==> config.mk <==
export PLATFORM = sky130hd
export DESIGN_NAME = rfnb_back
export DESIGN_NICKNAME = d
export VERILOG_FILES = /design/src/sv/rfnb_pkg.sv /design/src/sv/rfnb_back.sv
export SDC_FILE = /design/constraint.sdc
export NUM_CORES = 1
export LEC_CHECK = 0
export BUFFER_PORTS_ARGS = -buffer_cell sky130_fd_sc_hd__buf_2
export CORE_ASPECT_RATIO = 1.5
export CORE_MARGIN = 1
export CORE_UTILIZATION = 35
export CTS_CLUSTER_DIAMETER = 30
export DETAILED_ROUTE_END_ITERATION = 7
export PLACE_DENSITY = 0.51
export SYNTH_ARGS = -nofsm -noshare
export SYNTH_HDL_FRONTEND = slang
export SYNTH_SLANG_ARGS = --single-unit
==> constraint.sdc <==
create_clock -name clk -period 5.6 [get_ports clk]
set_input_delay 0 -clock clk [delete_from_list [all_inputs] [get_ports clk]]
set_output_delay 0 -clock clk [all_outputs]
set_load 0.05 [all_outputs]
==> src/sv/rfnb_pkg.sv <==
// ----------------------------------------------------------------------------
// rfnb_pkg
// Shared types, constants and helpers for the four-neighbour RGB blur core.
// ----------------------------------------------------------------------------
package rfnb_pkg;

	// channel and pixel geometry
	localparam int CH_W    = 8;
	localparam int NUM_CH  = 3;
	localparam int PIX_W   = CH_W * NUM_CH;
	// sum of up to four channel values
	localparam int SUM_W   = CH_W + 2;

	// exact divide by three: floor(x / 3) == (x * DIV3_MULT) >> DIV3_SHIFT for x < 2**SUM_W
	localparam int DIV3_SHIFT = SUM_W + 2;
	localparam int DIV3_MULT  = ((1 << DIV3_SHIFT) + 2) / 3;
	localparam int PROD_W     = SUM_W + DIV3_SHIFT;

	// default sizes of the line stores and row counter
	localparam int MAX_WIDTH_DEFAULT  = 1024;
	localparam int MAX_HEIGHT_DEFAULT = 1024;

	// configuration port
	localparam int CFG_IDX_W = 4;
	localparam int CFG_DIM_W = 11;
	localparam logic [CFG_IDX_W-1:0] CFG_FRAME_WIDTH  = CFG_IDX_W'(0);
	localparam logic [CFG_IDX_W-1:0] CFG_FRAME_HEIGHT = CFG_IDX_W'(1);
	localparam logic [CFG_DIM_W-1:0] FRAME_WIDTH_RESET  = CFG_DIM_W'(428);
	localparam logic [CFG_DIM_W-1:0] FRAME_HEIGHT_RESET = CFG_DIM_W'(521);

	// queue between front and back
	localparam int QUEUE_DEPTH = 4;

	// divisor codes
	localparam logic [1:0] DIV_BY_4 = 2'd0;
	localparam logic [1:0] DIV_BY_3 = 2'd1;
	localparam logic [1:0] DIV_BY_2 = 2'd2;

	// pixel as channel vector: 0 red, 1 green, 2 blue
	typedef logic [NUM_CH-1:0][CH_W-1:0] pix_t;

	// input item
	typedef struct packed {
		logic [CH_W-1:0] red_in;
		logic [CH_W-1:0] green_in;
		logic [CH_W-1:0] blue_in;
		logic            flush;
	} item_in_t;

	// result item
	typedef struct packed {
		logic [CH_W-1:0] red_out;
		logic [CH_W-1:0] green_out;
		logic [CH_W-1:0] blue_out;
		logic            frame_end;
	} item_out_t;

	// which neighbours fall outside the frame
	typedef struct packed {
		logic top;
		logic bottom;
		logic left;
		logic right;
	} edges_t;

	// one blur job handed from front to back
	typedef struct packed {
		pix_t   up;
		pix_t   down;
		pix_t   left;
		pix_t   right;
		edges_t edges;
		logic   frame_end;
	} job_t;

	// clamp a frame dimension to [2, hi]
	function automatic int clamp_dim(input logic [CFG_DIM_W-1:0] v, input int hi);
		int r;
		r = int'(v);
		if (r < 2) begin
			r = 2;
		end else if (r > hi) begin
			r = hi;
		end
		return r;
	endfunction

endpackage

==> src/sv/rfnb_back.sv <==
// ----------------------------------------------------------------------------
// rfnb_back
// Sums the in-frame neighbours, divides by their count and holds the result
// item in the output register.
// ----------------------------------------------------------------------------
module rfnb_back #(
	parameter int DEPTH = rfnb_pkg::QUEUE_DEPTH
) (
	input  logic                       clk,
	input  logic                       arst_n,
	input  rfnb_pkg::job_t             head,
	input  logic [$clog2(DEPTH+1)-1:0] q_level,
	output logic                       pop,
	output logic                       res_valid,
	input  logic                       res_stall,
	output rfnb_pkg::item_out_t        res_item
);

	localparam int SW = rfnb_pkg::SUM_W;
	localparam int PW = rfnb_pkg::PROD_W;
	localparam int CW = rfnb_pkg::CH_W;

	logic                                  out_take;
	logic                                  sum_take;
	logic [2:0]                            n_edges;
	logic [1:0]                            div_code;
	logic [rfnb_pkg::NUM_CH-1:0][SW-1:0]   sum;
	logic [rfnb_pkg::NUM_CH-1:0][CW-1:0]   quot;
	logic                                  valid_s1;
	logic [rfnb_pkg::NUM_CH-1:0][SW-1:0]   sum_s1;
	logic [1:0]                            div_s1;
	logic                                  frame_end_s1;
	logic                                  res_valid_q;
	rfnb_pkg::item_out_t                   res_item_q;

	// pipeline advance
	assign out_take = !res_valid_q || !res_stall;
	assign sum_take = !valid_s1 || out_take;
	assign pop      = (q_level != '0) && sum_take;

	// masked neighbour sums
	always_comb begin
		for (int k = 0; k < rfnb_pkg::NUM_CH; k++) begin
			sum[k] = (head.edges.top    ? '0 : SW'(head.up[k]))
			       + (head.edges.bottom ? '0 : SW'(head.down[k]))
			       + (head.edges.left   ? '0 : SW'(head.left[k]))
			       + (head.edges.right  ? '0 : SW'(head.right[k]));
		end
	end

	// divisor from the number of missing neighbours
	assign n_edges = {2'b0, head.edges.top} + {2'b0, head.edges.bottom}
	               + {2'b0, head.edges.left} + {2'b0, head.edges.right};

	always_comb begin
		unique case (n_edges)
			3'd0:    div_code = rfnb_pkg::DIV_BY_4;
			3'd1:    div_code = rfnb_pkg::DIV_BY_3;
			default: div_code = rfnb_pkg::DIV_BY_2;
		endcase
	end

	// sum stage
	always_ff @(posedge clk or negedge arst_n) begin
		if (!arst_n) begin
			valid_s1 <= 1'b0;
		end else if (sum_take) begin
			valid_s1 <= pop;
		end
	end

	always_ff @(posedge clk) begin
		if (pop) begin
			sum_s1       <= sum;
			div_s1       <= div_code;
			frame_end_s1 <= head.frame_end;
		end
	end

	// truncated mean per channel
	always_comb begin
		logic [PW-1:0] prod;
		for (int k = 0; k < rfnb_pkg::NUM_CH; k++) begin
			prod = PW'(sum_s1[k]) * PW'(rfnb_pkg::DIV3_MULT);
			unique case (div_s1)
				rfnb_pkg::DIV_BY_4: quot[k] = sum_s1[k][2 +: CW];
				rfnb_pkg::DIV_BY_3: quot[k] = prod[rfnb_pkg::DIV3_SHIFT +: CW];
				default:            quot[k] = sum_s1[k][1 +: CW];
			endcase
		end
	end

	// output register
	always_ff @(posedge clk or negedge arst_n) begin
		if (!arst_n) begin
			res_valid_q <= 1'b0;
		end else if (out_take) begin
			res_valid_q <= valid_s1;
		end
	end

	always_ff @(posedge clk) begin
		if (out_take && valid_s1) begin
			res_item_q.red_out   <= quot[0];
			res_item_q.green_out <= quot[1];
			res_item_q.blue_out  <= quot[2];
			res_item_q.frame_end <= frame_end_s1;
		end
	end

	assign res_valid = res_valid_q;
	assign res_item  = res_item_q;

endmodule
---- After elaboration in Yosys (flattened, before gate mapping) ----
Index checks and enable logic that the tools add are counted.
storage, ports and cells
  register bits after elaboration ......... 60
  input bits .............................. 107
  output and inout port bits .............. 27
  word-level logic and storage cells ...... 54
operators by class
  $add $sub $neg .......................... 12
  multiply operators ...................... 3
  equal/unequal tests ..................... 2
  multiplexer cells ....................... 16
  reductions and logical operators ........ 10
operators with widths
  cell                                                                    number
  8-bit two-way mux                                                       12
  10-bit by 10-bit multiplier with 19-bit output (second input constant)  3
  8-bit case mux with 2 select lines                                      3
  10-bit by 8-bit adder with 10-bit output                                3
  9-bit by 8-bit adder with 10-bit output                                 3
  8-bit by 8-bit adder with 9-bit output                                  3
  2-bit case mux with 2 select lines                                      1
  2-bit by 1-bit adder with 3-bit output                                  1
  3-bit by 1-bit adder with 3-bit output                                  1
  3-bit by 1-bit == test with 1-bit output (second input constant)        1
  1-bit logical NOT                                                       3
  3-bit logical NOT                                                       1
  3-bit nonzero test                                                      1
  1-bit by 1-bit adder with 2-bit output                                  1
  2-bit by 1-bit == test with 1-bit output (second input constant)        1
  1-bit logical AND                                                       2
  2-bit logical NOT                                                       1
  1-bit logical OR                                                        2

---- Depth between registers and ports, before layout ----
  depth after elaboration ................. 5
  mapped depth ............................ 17
  mapped depth without buffers ............ 17

---- Worst setup path after synthesis ----
Ideal clock, no wire load.
  path type ............................... register to register
  start ................................... reg sum_s1[11] (netlist name)
  end ..................................... reg res_item_q (netlist bit res_item[16]), data pin
  setup time .............................. 0.261 ns
  arrival time ............................ 4.226 ns
  data required time ...................... 5.339 ns
  slack ................................... 1.113 ns
  cell stages (with the launch flop) ...... 16
  path buffers ............................ 0
  period minus slack after synthesis ...... 4.487 ns
  path through ............................ edfxtp_1 -> ha_1 -> inv_1 -> fa_1 -> fa_1 -> inv_1 -> fa_1 -> ha_1 -> ha_1 -> a21o_1 -> a21o_1 -> o21ba_2 -> o221ai_2 -> a21o_1 -> a21o_1 -> a221o_1
RTL lines
  element                   RTL line         RTL
  start: declaration        rfnb_back.sv:30  logic [rfnb_pkg::NUM_CH-1:0][SW-1:0] sum_s1;
  start signal: assignment  rfnb_back.sv:74  sum_s1 <= sum;
  end: declaration          rfnb_back.sv:34  rfnb_pkg::item_out_t res_item_q;

==> flow_summary_export.csv <==
group,metric,value,unit
floorplanning,die_width,139,µm
timing,grt_setup_unrepaired,"no",
final_layout,drive_above_1_share,0.140,
routing,drt_drc_violations_left,0,
grt,initial_antenna_violation_count,0,
timing,clock_skew,0.00698,ns
grt,grt-ovfl-total,0,
final_layout,post_layout_nonfiller_instances,1490,
placement,dp.cells,1468,
setup_path,timing.critical_path.fanout_max,6,
cts,cts_inserted_buffers,9,
timing,timing.final.crit_share,0.860,
setup_path,timing.critical_path.to_type,"register",
floorplanning,placementRows,75,
routing,antenna_violating_nets_post_route,0,
placement,place_area,11000,µm²
synth,synth.net_count,1422,
placement,dpl_hpwl,21.0,mm
setup_path,timing.critical_path.required,5.68,ns
timing,timing.max_slew.rel_slack,0.338,
job,timing.max_cap.violations,0,
cts,htreeDepth,3,
cts,cts_hold_buffers,6,
routing,post_drt_via_cell_ratio,4.88,
synth,postSynthRegisterBits,60,
setup_path,arrival_worst_endpoint,4.90,ns
cts,cts_setup_buffers,0,
worst_hold_path,hold_path_class,"primary input to register",
grt,grt_pass1_wl,39.6,mm
floorplanning,full_die_area,29000,µm²
cts,cts-root-buf,"sky130_fd_sc_hd__clkbuf_16",
routing,avgRoutedWirePerCell,16.1,µm
setup_path,cp-start-kind,"register",
timing,tightest_slew,0.991,ns
timing,achievable-frequency,208,MHz
routing,via_count,7271,
final_layout,most-common-layout-cells,"sky130_fd_sc_hd__ha_1 (203), sky130_fd_sc_hd__inv_1 (195), sky130_fd_sc_hd__buf_2 (133), sky130_fd_sc_hd__fa_1 (112), sky130_fd_sc_hd__nand2_1 (67)",
cts,max-clock-path-buffers,2,
setup_path,worstSetupPathType,"register to register",
cts,clock_tree_from_tritoncts,"done",
synth,postSynthCellCount,1000,
timing,timing.final.hold_violations,0,
floorplanning,y_dimension_of_the_die,208,µm
cts,post_cts_resized,0,
run_status,run_status,"finished clean",
routing,post_route_wl,23.9,mm
timing,timing.final.max_slew_violations,0,
cts,clock_latency,0.36,ns
final_layout,flow.area_growth_from_synthesis,14.3,%
routing,detailedRoute.firstPassIterationCount,5,
synth,number_of_enable_type_register_cells_in_the_synthesized_netlist,58,
synth,postSynth.topFlopCell,"sky130_fd_sc_hd__edfxtp_1",
synth,synth_async_sr_flop_share,0.0333,
setup_path,r2r_setup_slack,0.79,ns
synth,yosysWarnings,0,
synth,ys_seq_area_frac,0.181,
final_layout,antenna_cells_inserted,0,
final_layout,final_nets,1561,
final_layout,fin_area,11300,µm²
floorplanning,floorplan.initialDensity,0.355,
routing,iteration_0_drc_markers,213,
grt,largest_net_degree_at_the_start_of_global_routing,35,
timing,setup_viol_count_final,0,
placement,place.gp.congestion,0.870,
grt,grt_pass1_vias,8012,
cts,number_of_clock_sinks_seen_by_cts,60,
grt,global_route.usage.total,0.177,
placement,io_buffers,133,
floorplanning,ioPinCount,134,
synth,post_synth_num_cell_types,49,
cts,clkTransAtPathRegs,0.05,ns
floorplanning,design.core.area,27900,µm²
synth,syn_area_per_cell,9.89,µm²
final_layout,layout_commonest_cell,"sky130_fd_sc_hd__ha_1",
timing,fin_setup_tns,0,ns
timing,min_period,4.81,ns
synth,cell_area_synth,9890,µm²
-- registers in the layout, indices dropped and copies added, names as in the netlist --
| signal | cells |
|---|---|
| frame_end_s1 | 1 |
| res_item | 25 |
| valid_s1 | 1 |
| sum_s1 | 30 |
| div_s1 | 2 |
| res_valid | 1 |
-- cells by family after synthesis --
family / share of synthesized area
adders and majority gates: 0.483
DFF: 0.181
buffers and inverters: 0.0801
xor gates and xnor gates: 0.0398
AOI/OAI and AO/OA: 0.113
and+or+nand+nor: 0.0992
muxes: 0.00304
-- layout make-up --
cell class,count,area (µm²)
fillers,2760,16600
multi-input cells,729,7320
flip-flops and latches,60,1790
repair buffers,144,763
inverters,195,732
well taps,346,433
clock buffers,11,233
clock inverters,5,28.8
-- path summary, 6_finish.rpt --
path	from	endpoint	cells after the start
max	sum_s1[26]	res_item[8]	15
min	head[5]	sum_s1[0]	3
max reg2reg	sum_s1[26]	res_item[8]	15
min reg2reg	frame_end_s1	res_item[0]	0
max in group asynchronous	arst_n	res_valid	3
min in group asynchronous	arst_n	valid_s1	3
-- cells in the mapped netlist (3+ instances only) --
library cell	count	share of area
sky130_fd_sc_hd__edfxtp_1	58	0.18
sky130_fd_sc_hd__a21boi_0	4	0.0030
sky130_fd_sc_hd__nand2_1	67	0.025
sky130_fd_sc_hd__o31ai_1	6	0.0046
sky130_fd_sc_hd__nand2b_1	31	0.020
sky130_fd_sc_hd__a22oi_1	15	0.011
sky130_fd_sc_hd__or3_1	5	0.0032
sky130_fd_sc_hd__nand4_1	7	0.0044
sky130_fd_sc_hd__nand3_1	9	0.0046
sky130_fd_sc_hd__xnor2_1	24	0.021
sky130_fd_sc_hd__a211oi_1	6	0.0046
sky130_fd_sc_hd__a21oi_1	40	0.020
sky130_fd_sc_hd__and3_1	5	0.0032
sky130_fd_sc_hd__fa_1	112	0.23
sky130_fd_sc_hd__inv_1	195	0.074
sky130_fd_sc_hd__ha_1	203	0.26
sky130_fd_sc_hd__clkbuf_1	14	0.0053
sky130_fd_sc_hd__o211ai_1	4	0.0030
sky130_fd_sc_hd__a221oi_1	3	0.0027
sky130_fd_sc_hd__mux2i_1	3	0.0030
sky130_fd_sc_hd__a211o_1	3	0.0027
sky130_fd_sc_hd__o21a_1	5	0.0038
sky130_fd_sc_hd__nor2_1	21	0.0080
sky130_fd_sc_hd__nor3_1	9	0.0046
sky130_fd_sc_hd__xor2_1	21	0.019
sky130_fd_sc_hd__o21ai_0	41	0.021
sky130_fd_sc_hd__nor2b_1	37	0.023
sky130_fd_sc_hd__a21o_1	21	0.016
-- stage by stage --
| stage | worst slack (ns) | utilization | hold slack (ns) |
|---|---|---|---|
| 2_1_floorplan | 1.11 | - | -0.296 |
| 3_3_place_gp | 0.847 | 0.394 | -0.213 |
| 3_5_place_dp | 0.778 | 0.394 | -0.213 |
| 4_1_cts | 0.764 | 0.406 | 0.0578 |
| 5_1_grt | 0.492 | 0.406 | 0.0945 |
| 6_report | 0.786 | 0.406 | 0.0705 |
-- critical path, cell delays in order (launching register included) --
cell	delay, ns
sky130_fd_sc_hd__edfxtp_1	0.53
sky130_fd_sc_hd__ha_1	0.35
sky130_fd_sc_hd__ha_1	0.33
sky130_fd_sc_hd__fa_1	0.55
sky130_fd_sc_hd__inv_1	0.05
sky130_fd_sc_hd__fa_1	0.50
sky130_fd_sc_hd__fa_1	0.52
sky130_fd_sc_hd__inv_1	0.04
sky130_fd_sc_hd__ha_1	0.35
sky130_fd_sc_hd__a211o_1	0.31
sky130_fd_sc_hd__o211ai_1	0.09
sky130_fd_sc_hd__a21oi_1	0.08
sky130_fd_sc_hd__a211o_1	0.34
sky130_fd_sc_hd__a221oi_2	0.28
sky130_fd_sc_hd__xnor2_1	0.15
sky130_fd_sc_hd__o21ai_1	0.07
-- metal layers --
layer,up-vias,track usage,routed length (µm)
li1,3638,-,-
met1,3426,0.198,9990
met2,178,0.331,12400
met3,29,0.0207,918
met4,0,0.0824,631
met5,-,0,0
Power is not shown: default switching activity piles up to over one toggle a cycle in this logic, so the estimate is an artifact.
