===== src/sv/rfnb_pkg.sv =====
// ----------------------------------------------------------------------------
// rfnb_pkg
// Shared types, constants and helpers for the four-neighbour RGB blur core.
// ----------------------------------------------------------------------------
package rfnb_pkg;

	// channel and pixel geometry
	localparam int CH_W    = 8;
	localparam int NUM_CH  = 3;
	localparam int PIX_W   = CH_W * NUM_CH;
	// sum of up to four channel values
	localparam int SUM_W   = CH_W + 2;

	// exact divide by three: floor(x / 3) == (x * DIV3_MULT) >> DIV3_SHIFT for x < 2**SUM_W
	localparam int DIV3_SHIFT = SUM_W + 2;
	localparam int DIV3_MULT  = ((1 << DIV3_SHIFT) + 2) / 3;
	localparam int PROD_W     = SUM_W + DIV3_SHIFT;

	// default sizes of the line stores and row counter
	localparam int MAX_WIDTH_DEFAULT  = 1024;
	localparam int MAX_HEIGHT_DEFAULT = 1024;

	// configuration port
	localparam int CFG_IDX_W = 4;
	localparam int CFG_DIM_W = 11;
	localparam logic [CFG_IDX_W-1:0] CFG_FRAME_WIDTH  = CFG_IDX_W'(0);
	localparam logic [CFG_IDX_W-1:0] CFG_FRAME_HEIGHT = CFG_IDX_W'(1);
	localparam logic [CFG_DIM_W-1:0] FRAME_WIDTH_RESET  = CFG_DIM_W'(428);
	localparam logic [CFG_DIM_W-1:0] FRAME_HEIGHT_RESET = CFG_DIM_W'(521);

	// queue between front and back
	localparam int QUEUE_DEPTH = 4;

	// divisor codes
	localparam logic [1:0] DIV_BY_4 = 2'd0;
	localparam logic [1:0] DIV_BY_3 = 2'd1;
	localparam logic [1:0] DIV_BY_2 = 2'd2;

	// pixel as channel vector: 0 red, 1 green, 2 blue
	typedef logic [NUM_CH-1:0][CH_W-1:0] pix_t;

	// input item
	typedef struct packed {
		logic [CH_W-1:0] red_in;
		logic [CH_W-1:0] green_in;
		logic [CH_W-1:0] blue_in;
		logic            flush;
	} item_in_t;

	// result item
	typedef struct packed {
		logic [CH_W-1:0] red_out;
		logic [CH_W-1:0] green_out;
		logic [CH_W-1:0] blue_out;
		logic            frame_end;
	} item_out_t;

	// which neighbours fall outside the frame
	typedef struct packed {
		logic top;
		logic bottom;
		logic left;
		logic right;
	} edges_t;

	// one blur job handed from front to back
	typedef struct packed {
		pix_t   up;
		pix_t   down;
		pix_t   left;
		pix_t   right;
		edges_t edges;
		logic   frame_end;
	} job_t;

	// clamp a frame dimension to [2, hi]
	function automatic int clamp_dim(input logic [CFG_DIM_W-1:0] v, input int hi);
		int r;
		r = int'(v);
		if (r < 2) begin
			r = 2;
		end else if (r > hi) begin
			r = hi;
		end
		return r;
	endfunction

endpackage


===== src/sv/rfnb_queue.sv =====
// ----------------------------------------------------------------------------
// rfnb_queue
// Short job queue that decouples the front (line stores) from the back (math).
// ----------------------------------------------------------------------------
module rfnb_queue #(
	parameter int DEPTH = rfnb_pkg::QUEUE_DEPTH
) (
	input  logic                       clk,
	input  logic                       arst_n,
	input  logic                       push,
	input  rfnb_pkg::job_t             push_job,
	input  logic                       pop,
	output rfnb_pkg::job_t             head,
	output logic [$clog2(DEPTH+1)-1:0] level
);

	localparam int PW = (DEPTH > 1) ? $clog2(DEPTH) : 1;
	localparam int LW = $clog2(DEPTH+1);

	rfnb_pkg::job_t  slot_q [DEPTH];
	logic [PW-1:0]   wr_ptr_q;
	logic [PW-1:0]   rd_ptr_q;
	logic [LW-1:0]   level_q;

	assign head  = slot_q[rd_ptr_q];
	assign level = level_q;

	// storage
	always_ff @(posedge clk) begin
		if (push) begin
			slot_q[wr_ptr_q] <= push_job;
		end
	end

	// pointers and fill level
	always_ff @(posedge clk or negedge arst_n) begin
		if (!arst_n) begin
			wr_ptr_q <= '0;
			rd_ptr_q <= '0;
			level_q  <= '0;
		end else begin
			if (push) begin
				wr_ptr_q <= (wr_ptr_q == PW'(DEPTH - 1)) ? '0 : wr_ptr_q + PW'(1);
			end
			if (pop) begin
				rd_ptr_q <= (rd_ptr_q == PW'(DEPTH - 1)) ? '0 : rd_ptr_q + PW'(1);
			end
			if (push && !pop) begin
				level_q <= level_q + LW'(1);
			end else if (pop && !push) begin
				level_q <= level_q - LW'(1);
			end
		end
	end

endmodule


===== config.mk =====
export PLATFORM = sky130hd
export DESIGN_NAME = rfnb_queue
export DESIGN_NICKNAME = d
export VERILOG_FILES = /design/src/sv/rfnb_pkg.sv /design/src/sv/rfnb_queue.sv
export SDC_FILE = /design/constraint.sdc
export NUM_CORES = 1
export LEC_CHECK = 0
export BUFFER_PORTS_ARGS = -buffer_cell sky130_fd_sc_hd__clkbuf_2
export CAP_MARGIN = 10
export CORE_UTILIZATION = 40
export CTS_CLUSTER_DIAMETER = 60
export DETAILED_ROUTE_END_ITERATION = 7
export PLACE_DENSITY = 0.62
export SLEW_MARGIN = 30
export SYNTH_ARGS = -nofsm -noshare
export SYNTH_HDL_FRONTEND = slang
export SYNTH_SLANG_ARGS = --single-unit

===== constraint.sdc =====
create_clock -name clk -period 4.3 [get_ports clk]
set_input_delay 0.86 -clock clk [delete_from_list [all_inputs] [get_ports clk]]
set_output_delay 0.86 -clock clk [all_outputs]
set_load 0.01 [all_outputs]

# Word-level counts from Yosys, hierarchy flattened
# Memory sizes are Yosys's and may differ from the RTL's.
# Index checks and enable logic that the tools add are counted.
[op_classes]
mux = 6
n_addsub = 4
eq_ne = 2
n_reduce_logical = 5
[op_table]
columns = ["cell", "count"]
rows = [
  ["$mux 3", 2],
  ["$add 2x1->2 const B", 2],
  ["$eq 2x2->1 const B", 2],
  ["$mux 2", 2],
  ["$add 3x1->3 const B", 1],
  ["$sub 3x1->3 const B", 1],
  ["$logic_and 1x1->1", 2],
  ["$logic_not 1->1", 2],
  ["$mux 1", 2],
  ["$reduce_bool 2->1", 1],
]
[word_totals]
n_memories = 1
register_bits = 7
mem_bits_rw = 404
elab_cells = 21
in_bits = 105
[mem_list]
columns = ["name", "words", "word_bits", "rd", "rd_ports_with_merged_regs", "write_ports", "line", "source"]
rows = [
  ["slot_q", 4, 101, 1, 0, 1, "rfnb_queue.sv:20", "rfnb_pkg::job_t slot_q [DEPTH];"],
]

# Longest topological paths before layout
# Gate-level depths: netlist of run 1.
[depth]
depth_word = 4
depth_mapped = 7
depth_no_buf = 7

# Worst setup path after synthesis of run 1
# Ideal clock, no wire load.
[synth_timing]
path_type = "input port to flip-flop"
startpoint = "in push"
endpoint = "mem slot_q[0][0] (netlist name), enable pin"
stages = 1
setup_ns = 0.471
arrival_time_ns = 3.191
path_slack_ns = 0.638
path_cell_list = "and2_1"
[synth_between]
elab_chain_cells = 2
[synth_rtl]
columns = ["element", "line", "source"]
rows = [
  ["start: declaration", "rfnb_queue.sv:10", "input logic push,"],
  ["$mux 1", "rfnb_queue.sv:30", "if (push) begin"],
  ["$mux 1 (implied by the code)", "rfnb_queue.sv:31", "slot_q[wr_ptr_q] <= push_job;"],
  ["end: declaration", "rfnb_queue.sv:20", ""],
]
# No other way between the ends.

==> results of run 1 <==
cell families after synthesis:
family	synth area share, %
and+or+nand+nor	0.299
buffers and inverters	1.70
adders and majority gates	0.632
muxes	15.3
AOI/OAI and AO/OA	0.116
xor gates and xnor gates	0.175
DFF	81.8
sequential cells by signal, summed over array words and instances, names as in the netlist:
signal    count
wr_ptr_q      2
level         3
rd_ptr_q      2
slot_q      404
final cells by class:
cell class / count / area (µm²)
sequential: 411 / 12300
tap: 468 / 586
clock inverter: 19 / 159
fill: 2997 / 18900
multi-input combinational: 125 / 2490
timing repair buffer: 220 / 1190
clock buffer: 56 / 1170
inverter: 4 / 15.0
per-stage QoR:
step | cell area (µm²) | util, % | worst slack, ns | hold slack, ns | instances
after floorplan | 15000 | - | 0.638 | 0.504 | 563
after global placement | 16600 | 45.1 | 1.60 | 0.459 | 1228
after detailed placement | 16600 | 45.1 | 1.61 | 0.471 | 1228
after CTS | 17900 | 48.7 | 0.996 | 0.113 | 1303
after global routing | 17900 | 48.7 | 0.950 | 0.136 | 1303
final | 17900 | 48.7 | 1.06 | 0.144 | 1303
report_power, final:
part	internal (W)	leakage (nW)	switching (W)	total, W
Sequential	0.00514	3.79	0.000201	0.00534
Clock	0.00203	0.651	0.00145	0.00348
Combinational	0.00142	1.70	0.00170	0.00312
Total	0.00859	6.14	0.00335	0.0119
synth_stat cells (3+ instances only):
cell,instances
sky130_fd_sc_hd__inv_1,4
sky130_fd_sc_hd__ha_1,6
sky130_fd_sc_hd__and2_1,4
sky130_fd_sc_hd__edfxtp_1,404
sky130_fd_sc_hd__buf_4,3
sky130_fd_sc_hd__buf_12,7
sky130_fd_sc_hd__mux4_2,101
sky130_fd_sc_hd__buf_2,9
sky130_fd_sc_hd__dfrtp_1,7
worst max-delay path by stage:
stage	end	cells after the start	start	slack (ns)
CTS	head[60]	3	rd_ptr_q[1]$_DFFE_PN0P_	1.0
global placement	head[64]	3	rd_ptr_q[1]$_DFFE_PN0P_	1.60
global route	head[60]	3	rd_ptr_q[1]$_DFFE_PN0P_	0.95
detailed placement	head[60]	3	rd_ptr_q[1]$_DFFE_PN0P_	1.61
floorplan	slot_q[0][0]$_DFFE_PP_	1	push	0.64
finish	head[31]	3	rd_ptr_q[1]$_DFFE_PN0P_	1.06
layer usage:
layer | vias to the layer above | share of wire (%) | GRT usage [%] | routed length (µm)
met5 | - | 0 | 0 | 0
li1 | 2915 | - | - | -
met2 | 179 | 49 | 24.2 | 13600
met3 | 47 | 7.5 | 4.80 | 2090
met1 | 3445 | 41 | 18.9 | 11600
met4 | 0 | 2.4 | 5.56 | 675
worst reg2reg max path, delay by kind of cell, from the launching register on:
family	cells	cell delay, ns
simple gates	1	0.67
buf+inv	2	0.56
flops	1	0.41
fa+ha+maj	1	0.15
==> results.md, run 1 <==
Pwr:
- The power after layout is ~0.012 W.
- The worst-case IR drop observed on VDD is 0.388 mV.
- The leakage power of the design is 6.14 nW.
- Dividing total power by cell area gives a power density of 666 nW/µm².

Routing:
- The average detailed-routed wire length per instance is approximately 21 µm.
- The detailed-route via count is 6,586.
- For this block, the routed nets add up to 27,900 µm of wire.
- The remaining number of nets flagged by the antenna check after routing is 0.
- The detailed router finished its first iteration with between 200 and 300 violations.
- The via-per-instance ratio is 5.05.
- The pre-antenna-repair detailed-routing pass consisted of 4 iterations.
- The remaining routing DRC violations is 0.

Cells and area:
- In the final design database the tool counted around 920 nets.
- Compared with the post-synthesis result, the final layout area differs by 19.1%.
- Leaving out fill and tap cells, the most frequent cell in the layout is sky130_fd_sc_hd__edfxtp_1.
- Of the cells placed in the final design, the portion with a size suffix greater than 1 is 46.3%.
- The library cells used most frequently in the layout, excluding fill and tap cells, are sky130_fd_sc_hd__edfxtp_1 (404), sky130_fd_sc_hd__clkbuf_2 (208), sky130_fd_sc_hd__mux4_2 (101).
- The repair_antennas step left the layout with diodes totalling 0.

STA:
- At the pin with the least slew margin, the transition time is roughly 0.82 ns.
- The number of max-slew violations in the final report is 0.
- Subtracting the final worst setup slack from the clock period gives 3.24 ns.
- The relative max-transition margin is 45.1%.
- The part of the cycle the worst path needs is 75.4%.
- Across the routed clock network, the largest skew measured is 0.0155 ns.
- For this run, the top clock speed supported by timing is 309 MHz.
- The final hold violation count is 0.
- The final count of negative-setup-slack endpoints is 0.
- Setup repair after global routing left no endpoint under its margin.
- After routing, the total negative slack on setup checks comes to 0 ns.

Clocking:
- The clock net in this run drives a total of 411 sinks.
- The CTS root buffer is sky130_fd_sc_hd__clkbuf_16.
- The post-CTS resize count is 0.
- Clock-pin slew was measured on the worst setup and hold paths at about 0.06 ns.
- The cts-stage hold buffer count is 0.
- The clock passes through at most 3 buffers.
- The clock network latency to the later pin of the worst-skew pair is 0.55 ns.
- TritonCTS built the clock tree.
- The depth of the CTS H-tree is 2.
- The number of setup buffers added after CTS is 0.
- The number of buffers created by CTS is 44.

Place:
- At the end of routability-driven placement, the weighted congestion stood at between 0.6 and 0.7.
- The total half-perimeter wirelength after legalization and detailed placement is 16,300 µm.
- The total of buffers placed on input and output ports is approximately 210.

Flow run:
- The number of max-capacitance violations reported is 0.

GRT:
- The global routing usage summed across all routing layers is 14.9%.
- The pin count of the biggest net entering global routing is 76.
- The first-pass GRT wire length is around 43,000 µm.
- The initial antenna violation count is 0.
- The via count of the first global-routing pass came to 7,286.
- The total overflow left after global routing is 0.

Critical path:
- The kind of cell adding the most delay to the critical path is flip-flops.
- The number of buffers and inverters on the critical path is 2.
- The number of cell instances on the worst register-to-register path is 4.
- STA classifies the critical path startpoint as a flop.
- Walking the worst path, the cells encountered are buf_12 -> mux4_2 -> clkbuf_2.
- The largest stage delay on the critical path is 0.73 ns.
- In this run the worst path has a maximum fanout of 75.
- The reg2reg setup slack is 2.17 ns.
- The worst register-to-register path begins at wr_ptr_q[0]$_DFFE_PN0P_.
- The cell type of the slowest stage on the worst timing path is sky130_fd_sc_hd__dfrtp_4.
- The data required time of the worst path is 3.44 ns.
- The signal arrival time at the worst endpoint is 2.38 ns.
- The classification of the worst setup path is reg2out.
- The kind of end point of the critical path is an output pin.
- The endpoint identified for the worst register-to-register timing path is slot_q[2][18]$_DFFE_PP_.

Synth:
- Synthesis produced a netlist whose cell count is about 560.
- The mean instance size in the synthesized netlist is approximately 27 µm².
- The area share of the largest cell type after synthesis is 80.6%.
- Counting flops and latches in the post-synthesis netlist gives a little over 400.
- The number of different library cells used by synthesis comes to 21.
- Ranked by total cell area, the synthesized netlist is headed by sky130_fd_sc_hd__edfxtp_1 (81%), sky130_fd_sc_hd__mux4_2 (15%), sky130_fd_sc_hd__dfrtp_1 (1.2%).
- The count of flip-flops with a built-in enable after synthesis is 404.
- The most used flip-flop cell after synthesis is sky130_fd_sc_hd__edfxtp_1.
- The area of the mapped netlist is 15,000 µm².
- The synthesized design spends more area on one cell type than any other, namely sky130_fd_sc_hd__edfxtp_1.
- The number of synthesis warnings is 0.
- For this run, asynchronously set or reset flops after synthesis account for 1.70%.
- The post-synthesis sequential area ratio is 81.8%.
- When the netlist entered floorplanning its net count stood at between 600 and 700.

Run status:
- The run finished with clean final reports.

Floorplanning:
- The core region is 36,800 µm².
- The width of the die is just under 200 µm.
- The starting utilization of the core area is 40.9%.
- The row count is 70.
- 209 I/O pins were placed.
- The floorplan step defined a die boundary enclosing 38,400 µm².
- Measured along the y axis, the die boundary spans ~200 µm.

Worst hold path:
- The tightest min-delay check is of the in2async type.
Note: power is estimated with default switching activity, not from simulation.
==> inputs of run 2 (changes only) <==
--- a/config.mk
+++ b/config.mk
@@ -5,12 +5,13 @@
 export SDC_FILE = /design/constraint.sdc
 export NUM_CORES = 1
 export LEC_CHECK = 0
+export ABC_AREA = 1
 export BUFFER_PORTS_ARGS = -buffer_cell sky130_fd_sc_hd__clkbuf_2
 export CAP_MARGIN = 10
 export CORE_UTILIZATION = 40
 export CTS_CLUSTER_DIAMETER = 60
 export DETAILED_ROUTE_END_ITERATION = 7
-export PLACE_DENSITY = 0.62
+export PLACE_DENSITY = 0.64
 export SLEW_MARGIN = 30
 export SYNTH_ARGS = -nofsm -noshare
 export SYNTH_HDL_FRONTEND = slang
==> constraint.sdc (replaced) <==
create_clock -name clk -period 2.8 [get_ports clk]
set_input_delay 0.56 -clock clk [delete_from_list [all_inputs] [get_ports clk]]
set_output_delay 0.56 -clock clk [all_outputs]
set_load 0.01 [all_outputs]
==> results.md, run 2 <==
Clocking:
- The clock edge transition at the registers on the reported setup and hold paths is 0.06 ns (about the same).
- The maximum root-to-sink buffer count was 3 (unchanged).
- The depth of the CTS H-tree is 2 (unchanged).
- The number of setup buffers added after CTS was 0 (unchanged).
- The clock network latency to the later pin of the worst-skew pair is 0.57 ns (+0.02 ns).
- CTS placed an instance of sky130_fd_sc_hd__clkbuf_16 at the clock tree root.
- The clock tree from TritonCTS is built.
- The clock sink count is 411 (unchanged).
- The number of buffers created by CTS came to 44 (unchanged).

Place:
- The total instance count after detailed placement is 1,919 (+56%).
- The total half-perimeter wirelength after legalization and detailed placement was 19,100 µm (+17%).
- The final estimated routing congestion in global placement is 0.703 (+0.86%).
- The area of placed instances is 18,100 µm² (+9.1%).
- The total of buffers placed on input and output ports is 208 (unchanged).

Floorplanning:
- The area of the die is 41,800 µm² (+8.8%).
- The starting utilization of the core area was 40.8% (-0.055 points).
- The vertical die dimension came to 204 µm (+4.3%).
- The row count is 73 (+4.3%).
- The count of pins on the block boundary came to 209 (unchanged).
- The width of the die is 204 µm (+4.3%).
- The core box area was 40,100 µm² (+9.0%).

GRT:
- The global routing usage summed across all routing layers is 15.7% (+0.81 points).
- The initial antenna violation count is 3 (+3).
- The pin count of the biggest net entering global routing is 103 (+36%).
- The aggregate global routing overflow is 0 (unchanged).
- The via count of the first global-routing pass is 9,381 (+29%).
- The first-pass GRT wire length came to 50,200 µm (+18%).

Cells and area:
- The number of flip-flops in the largest register came to 404 (unchanged).
- The post-layout net count is 1,555 (+69%).
- Leaving out fill and tap cells, the most frequent cell in the layout is sky130_fd_sc_hd__edfxtp_1.
- The number of antenna cells inserted came to 0 (unchanged).
- The register ranked first by flip-flop count is slot_q.
- The fraction of final layout cells with drive strength greater than 1 is 20.6% (-26 points).
- The number of fill cells in the layout is 3,500 (+17%).
- The non-filler instance count after layout is 2,003 (+54%).
- The area of all placed cells without fillers came to 19,500 µm² (+8.9%).
- The library cells used most frequently in the layout, excluding fill and tap cells, are sky130_fd_sc_hd__edfxtp_1 (404), sky130_fd_sc_hd__nand2_1 (319), sky130_fd_sc_hd__inv_1 (209).
- The layout-stage area growth over the synthesis result came to 19.2% (about the same).

Synth:
- The number of synthesis warnings is 0 (unchanged).
- The number of distinct library cells after synthesis came to 17 (-19%).
- The area of the mapped netlist is 16,400 µm² (+8.9%).
- Among all cell types in the netlist, the one instantiated most often is sky130_fd_sc_hd__edfxtp_1.
- The area share of the largest cell type after synthesis is 74.1% (-6.6 points).
- The register bit total from synthesis was 411 (unchanged).
- The count of flip-flops with a built-in enable after synthesis came to 404 (unchanged).
- The count of mapped cells out of synthesis is 1,228 (+120%).
- By area the synthesized netlist is led by sky130_fd_sc_hd__edfxtp_1 (74%), sky130_fd_sc_hd__o211ai_1 (9.3%), sky130_fd_sc_hd__nand2_1 (7.3%).
- The number of nets produced by synthesis is 1,340 (+99%).
- The proportion of synthesized flip-flops having asynchronous set or reset was 1.70% (unchanged).
- The mean instance size in the synthesized netlist is 13.3 µm² (-50%).
- The commonest cells after synthesis are sky130_fd_sc_hd__edfxtp_1 (404), sky130_fd_sc_hd__nand2_1 (319), sky130_fd_sc_hd__inv_1 (214), sky130_fd_sc_hd__o211ai_1 (202), sky130_fd_sc_hd__buf_2 (44).
- The most used flip-flop cell after synthesis is sky130_fd_sc_hd__edfxtp_1.
- The biggest area consumer among synthesized cells is sky130_fd_sc_hd__edfxtp_1.
- The post-synthesis sequential area ratio came to 75.1% (-6.7 points).

STA:
- The final count of negative-setup-slack endpoints is 0 (unchanged).
- Static timing analysis puts the maximum clock frequency at 377 MHz.
- The number of max-slew violations in the final report was 0 (unchanged).
- The final hold violation count came to 0 (unchanged).
- The relative max-transition margin is 61.7% (+17 points).
- The slew at the pin with the worst max-slew slack is 0.574 ns (-0.249 ns).
- The final worst clock skew is 0.0128 ns (-0.00266 ns).
- The worst hold slack is 0.214 ns (+0.0697 ns).
- The part of the cycle the worst path needs is 94.8%.
- The shortest clock period the worst path allows after layout is 2.65 ns.
- The sum of negative setup slack came to 0 ns (unchanged).
- Setup repair after global routing left no endpoint under its margin.

Routing:
- The detailed-route wire length is 32,800 µm (+17%).
- The via-per-instance ratio is 4.72 (-6.6%).
- The detailed-route via count is 9,460 (+44%).
- The remaining number of nets flagged by the antenna check after routing is 0 (unchanged).
- The average detailed-routed wire length per instance is 16.4 µm (-24%).
- The detailed-router iteration count before antenna repair is 7 (+3).
- The initial detailed-routing violation count is 473 (+63%).
- The remaining routing DRC violations was 0 (unchanged).

Run status:
- The flow ran to the end, and the final reports show no timing, DRC or antenna violations.

Critical path:
- The number of cell instances on the worst register-to-register path is 5 (+1).
- The critical path is of the reg2out type.
- In this design, the critical path's most frequently occurring cell is sky130_fd_sc_hd__nand2_1.
- The peak fanout along the critical path is 64 (-15%).
- The cell type of the slowest stage on the worst timing path is sky130_fd_sc_hd__dfrtp_2.
- The worst setup path is captured at an output pin.
- The signal on the critical path passes through bufinv_16 -> buf_12 -> nand2_1 -> o211ai_1 -> nand2_1 -> clkbuf_2.
- The worst setup path is launched from a flop.
- The signal arrival time at the worst endpoint is 2.09 ns (-0.29 ns).
- The largest stage delay on the critical path came to 0.49 ns (-0.24 ns).
- The data required time of the worst path is 2.24 ns (-1.20 ns).

Pwr:
- The maximum vdd ir drop is 0.631 mV (+63%).
- The power density over the cells is 1010 nW/µm² (+52%).
- The leakage power of the design is 7.89 nW (+28%).

Worst hold path:
- Along the worst hold path, the cell count comes to 1.
- The worst hold-check path type is in2reg.

Flow run:
- The number of max-capacitance violations reported is 0 (unchanged).
==> run 2: final timing paths <==
kind	startpoint	end	slack, ns
worst max-delay path	rd_ptr_q[0]$_DFFE_PN0P_	head[22]	0.15
worst min-delay path	push_job[57]	slot_q[1][57]$_DFFE_PP_	0.21
worst max register to register	wr_ptr_q[0]$_DFFE_PN0P_	slot_q[2][28]$_DFFE_PP_	0.86
worst min register to register	level[2]$_DFFE_PN0P_	level[2]$_DFFE_PN0P_	0.51
max in group asynchronous	arst_n	rd_ptr_q[1]$_DFFE_PN0P_	2.21
min in group asynchronous	arst_n	level[0]$_DFFE_PN0P_	0.39
==> run 2: critical path, delay by kind of cell (launching register included) <==
family / cells / cell delay (ns)
DFF: 1 / 0.49
buffers and inverters: 3 / 0.69
and+or+nand+nor: 2 / 0.20
AOI/OAI and AO/OA: 1 / 0.10
==> run 2: cell type report <==
class	count	area [µm²]	share of cell area [%]
flip-flops and latches	411	12300	63.0
clock buffers	53	1160	5.92
inverters	215	851	4.36
clock inverters	28	215	1.10
well taps	525	657	3.36
repair buffers	233	1470	7.52
repair inverters	2	17.5	0.0897
multi-input cells	536	2850	14.6
==> run 2: repair_timing <==
| item | CTS | global route |
|---|---|---|
| endpoints found under the hold margin | 7 | 0 |
| endpoints found under the setup margin | 0 | 70 |
| gates resized for setup | 0 | 4 |
| hold buffers | 1 | 0 |
==> run 2: kinds of logic (layout without fill, tap and decap cells) <==
group	Yosys count	count (layout)	synth area share, %
buffers and inverters	281	531	7.43
XOR/XNOR	1	1	0.0535
adder cells (fa/ha/maj)	7	7	0.581
AO/OA/AOI/OAI	206	206	9.38
AND/OR/NAND/NOR	322	322	7.40
flip-flops	411	411	75.1
==> run 2: power by group <==
part	switching, W	internal [W]
sequential	0.000245	0.00788
clock	0.00228	0.00322
combinational	0.00400	0.00212
total	0.00653	0.0132
==> run 2: metal layers <==
layer	vias to the layer above	global-route usage, %	wire length, µm
met4	6	5.65	738
met2	195	27.1	16100
met1	4478	18.6	13700
met3	46	4.70	2120
li1	4735	-	-
met5	-	0	42
==> run 2: stage by stage <==
stage | power, W | worst slack [ns] | utilization (%)
after floorplan | 0.0121 | 0.208 | -
after global placement | 0.0143 | 0.657 | 45.1
after detailed placement | 0.0144 | 0.640 | 45.1
after CTS | 0.0200 | 0.0230 | 48.6
after global routing | 0.0209 | 0.0305 | 48.7
final | 0.0197 | 0.145 | 48.7
==> inputs of run 3 (changes only) <==
--- a/config.mk
+++ b/config.mk
@@ -8,10 +8,12 @@
 export ABC_AREA = 1
 export BUFFER_PORTS_ARGS = -buffer_cell sky130_fd_sc_hd__clkbuf_2
 export CAP_MARGIN = 10
+export CELL_PAD_IN_SITES_DETAIL_PLACEMENT = 1
+export CELL_PAD_IN_SITES_GLOBAL_PLACEMENT = 1
 export CORE_UTILIZATION = 40
 export CTS_CLUSTER_DIAMETER = 60
 export DETAILED_ROUTE_END_ITERATION = 7
-export PLACE_DENSITY = 0.64
+export PLACE_DENSITY = 0.75
 export SLEW_MARGIN = 30
 export SYNTH_ARGS = -nofsm -noshare
 export SYNTH_HDL_FRONTEND = slang
==> results.md, run 3 (synthesis gave the netlist of run 2 again) <==
Critical path:
- STA classifies the critical path startpoint as a flop.
- The peak fanout along the critical path is 45 (-30%).
- The data required time of the worst path is 2.24 ns (about the same).
- The signal arrival time at the worst endpoint was 2.08 ns (about the same).
- The kind of end point of the critical path is an output pin.
- The classification of the worst setup path is reg2out.

STA:
- The relative max-transition margin is 54.9% (-6.8 points).
- The sum of negative setup slack is 0 ns (unchanged).
- The fmax is 379 MHz (+0.55%).
- The number of max-slew violations in the final report is 0 (unchanged).
- The part of the cycle the worst path needs is 94.3% (-0.52 points).
- Setup repair after global routing left no endpoint under its margin.
- The final count of negative-setup-slack endpoints is 0 (unchanged).
- The final worst clock skew is 0.0140 ns (+0.00118 ns).
- The slew at the pin with the worst max-slew slack is 0.676 ns (+0.102 ns).
- The worst hold slack was 0.212 ns (-0.00190 ns).
- The final hold violation count is 0 (unchanged).
- The shortest clock period the worst path allows after layout is 2.64 ns (-0.0146 ns).

Routing:
- The remaining number of nets flagged by the antenna check after routing is 0 (unchanged).
- The initial detailed-routing violation count is 360 (-24%).
- The remaining routing DRC violations is 0 (unchanged).
- The detailed-route via count is 9,891 (+4.6%).
- The average detailed-routed wire length per instance is 18.6 µm (+14%).
- The detailed-route wire length came to 37,200 µm (+13%).
- The detailed-router iteration count before antenna repair came to 5 (-2).
- The via-per-instance ratio is 4.95 (+4.8%).

Place:
- The total half-perimeter wirelength after legalization and detailed placement is 22,000 µm (+15%).
- The total instance count after detailed placement is 1,917 (-0.10%).
- The total of buffers placed on input and output ports is 208 (unchanged).
- The final estimated routing congestion in global placement is 0.706 (+0.43%).
- The area of placed instances is 18,100 µm² (-0.22%).

Clocking:
- The clock network latency to the later pin of the worst-skew pair is 0.56 ns (about the same).
- The clock edge transition at the registers on the reported setup and hold paths was 0.06 ns (about the same).
- TritonCTS built the clock tree.
- The depth of the CTS H-tree is 2 (unchanged).
- The clock sink count is 411 (unchanged).
- The maximum root-to-sink buffer count is 3 (unchanged).
- The number of setup buffers added after CTS came to 0 (unchanged).
- The number of buffers created by CTS is 44 (unchanged).
- Clock tree synthesis selected as its root buffer the cell sky130_fd_sc_hd__clkbuf_16.

Pwr:
- The power after layout is 0.0201 W (+1.6%).
- The power density over the cells is 1030 nW/µm² (+1.7%).
- The leakage power of the design is 7.87 nW (-0.18%).
- The maximum vdd ir drop is 0.721 mV (+14%).

GRT:
- The initial antenna violation count is 5 (+2).
- The via count of the first global-routing pass is 10,600 (+13%).
- The pin count of the biggest net entering global routing is 76 (-26%).
- The aggregate global routing overflow is 0 (unchanged).
- The global routing usage summed across all routing layers is 18.0% (+2.3 points).
- The first-pass GRT wire length is 56,900 µm (+13%).

Floorplanning:
- The core box area was 40,100 µm² (unchanged).
- The area of the die is 41,800 µm² (unchanged).
- The count of pins on the block boundary is 209 (unchanged).
- The row count is 73 (unchanged).
- The vertical die dimension was 204 µm (unchanged).
- The starting utilization of the core area is 40.8% (unchanged).
- The width of the die came to 204 µm (unchanged).

Cells and area:
- The commonest non-fill, non-tap cell in the layout is sky130_fd_sc_hd__edfxtp_1.
- The area of all placed cells without fillers is 19,500 µm² (-0.12%).
- The number of fill cells in the layout is 4,121 (+18%).
- The post-layout net count is 1,552 (-0.19%).
- The fraction of final layout cells with drive strength greater than 1 is 20.6% (about the same).
- The register with the most flip-flops in the final layout is slot_q.
- The non-filler instance count after layout is 1,998 (-0.25%).
- From synthesis to final layout, the design area changed by 19.1%.
- The number of flip-flops in the largest register was 404 (unchanged).
- In the layout the commonest cells are sky130_fd_sc_hd__edfxtp_1 (404), sky130_fd_sc_hd__nand2_1 (319), sky130_fd_sc_hd__inv_1 (209).

Run status:
- The run finished with clean final reports.

Worst hold path:
- In this run the worst hold path is classified as in2reg.

Flow run:
- The number of max-capacitance violations reported is 0 (unchanged).
## run 3: cell types whose count changed in the layout (fill, tap and decap cells not counted), sizes merged
cell      delta
clkinvlp     +1
clkbuf       -1
inv          -4
buf          -2
diode        +1
## run 3: final cells by class
type	instances	area, µm²	share of cell area (%)
Sequential cell	411	12300	63.1
Multi-Input combinational cell	536	2850	14.6
Timing Repair Buffer	231	1420	7.28
Clock buffer	52	1150	5.91
Inverter	215	837	4.29
Tap cell	525	657	3.37
Clock inverter	26	264	1.35
Timing Repair inverter	1	8.76	0.0449
Antenna cell	1	2.50	0.0128
## run 3: metal layers
metal  routed length (µm)  track usage [%]  share of wire (%)
met1                15000             20.2                 40
met2                19300             32.9                 52
met3                 1940             4.26                5.2
met4                  839             6.77                2.3
met5                   54                0               0.15
## run 3: metrics by stage
| stage | utilization [%] | setup WS, ns |
|---|---|---|
| 5_1_grt | 48.6 | 0.0281 |
| 3_3_place_gp | 45.0 | 0.619 |
| 6_report | 48.6 | 0.160 |
| 4_1_cts | 48.6 | 0.0556 |
| 2_1_floorplan | - | 0.208 |
| 3_5_place_dp | 45.0 | 0.551 |
## run 3: power by group
part           internal (W)  leakage (nW)  total (W)  switching (W)
clock network       0.00333         0.691    0.00566        0.00233
logic               0.00208          3.39    0.00624        0.00417
registers           0.00788          3.79    0.00815       0.000269
total                0.0133          7.87     0.0201        0.00677
## run 3: worst max-delay path, cell delays in order, from the launching register on
cell	delay (ns)
sky130_fd_sc_hd__dfrtp_2	0.49
sky130_fd_sc_hd__clkinv_8	0.25
sky130_fd_sc_hd__buf_4	0.30
sky130_fd_sc_hd__nand2_1	0.09
sky130_fd_sc_hd__o211ai_1	0.08
sky130_fd_sc_hd__nand2_1	0.15
sky130_fd_sc_hd__clkbuf_2	0.15
## run 3: worst paths after layout
path                                    startpoint                       to  slack [ns]  depth (start not counted)
max                        rd_ptr_q[0]$_DFFE_PN0P_                 head[14]        0.16                          6
min                                    push_job[9]   slot_q[0][9]$_DFFE_PP_        0.21                          1
max reg2reg                wr_ptr_q[0]$_DFFE_PN0P_  slot_q[0][71]$_DFFE_PP_        1.01                          5
min reg2reg                   level[2]$_DFFE_PN0P_     level[2]$_DFFE_PN0P_        0.51                          2
max in group asynchronous                   arst_n  rd_ptr_q[1]$_DFFE_PN0P_        2.20                          2
min in group asynchronous                   arst_n     level[0]$_DFFE_PN0P_        0.40                          2
## run 3: timing repair
action	CTS	global route
hold buffers	1	0
gates cloned	1	0
endpoints found under the hold margin	7	0
endpoints found under the setup margin	46	1
gates resized for setup	1	1
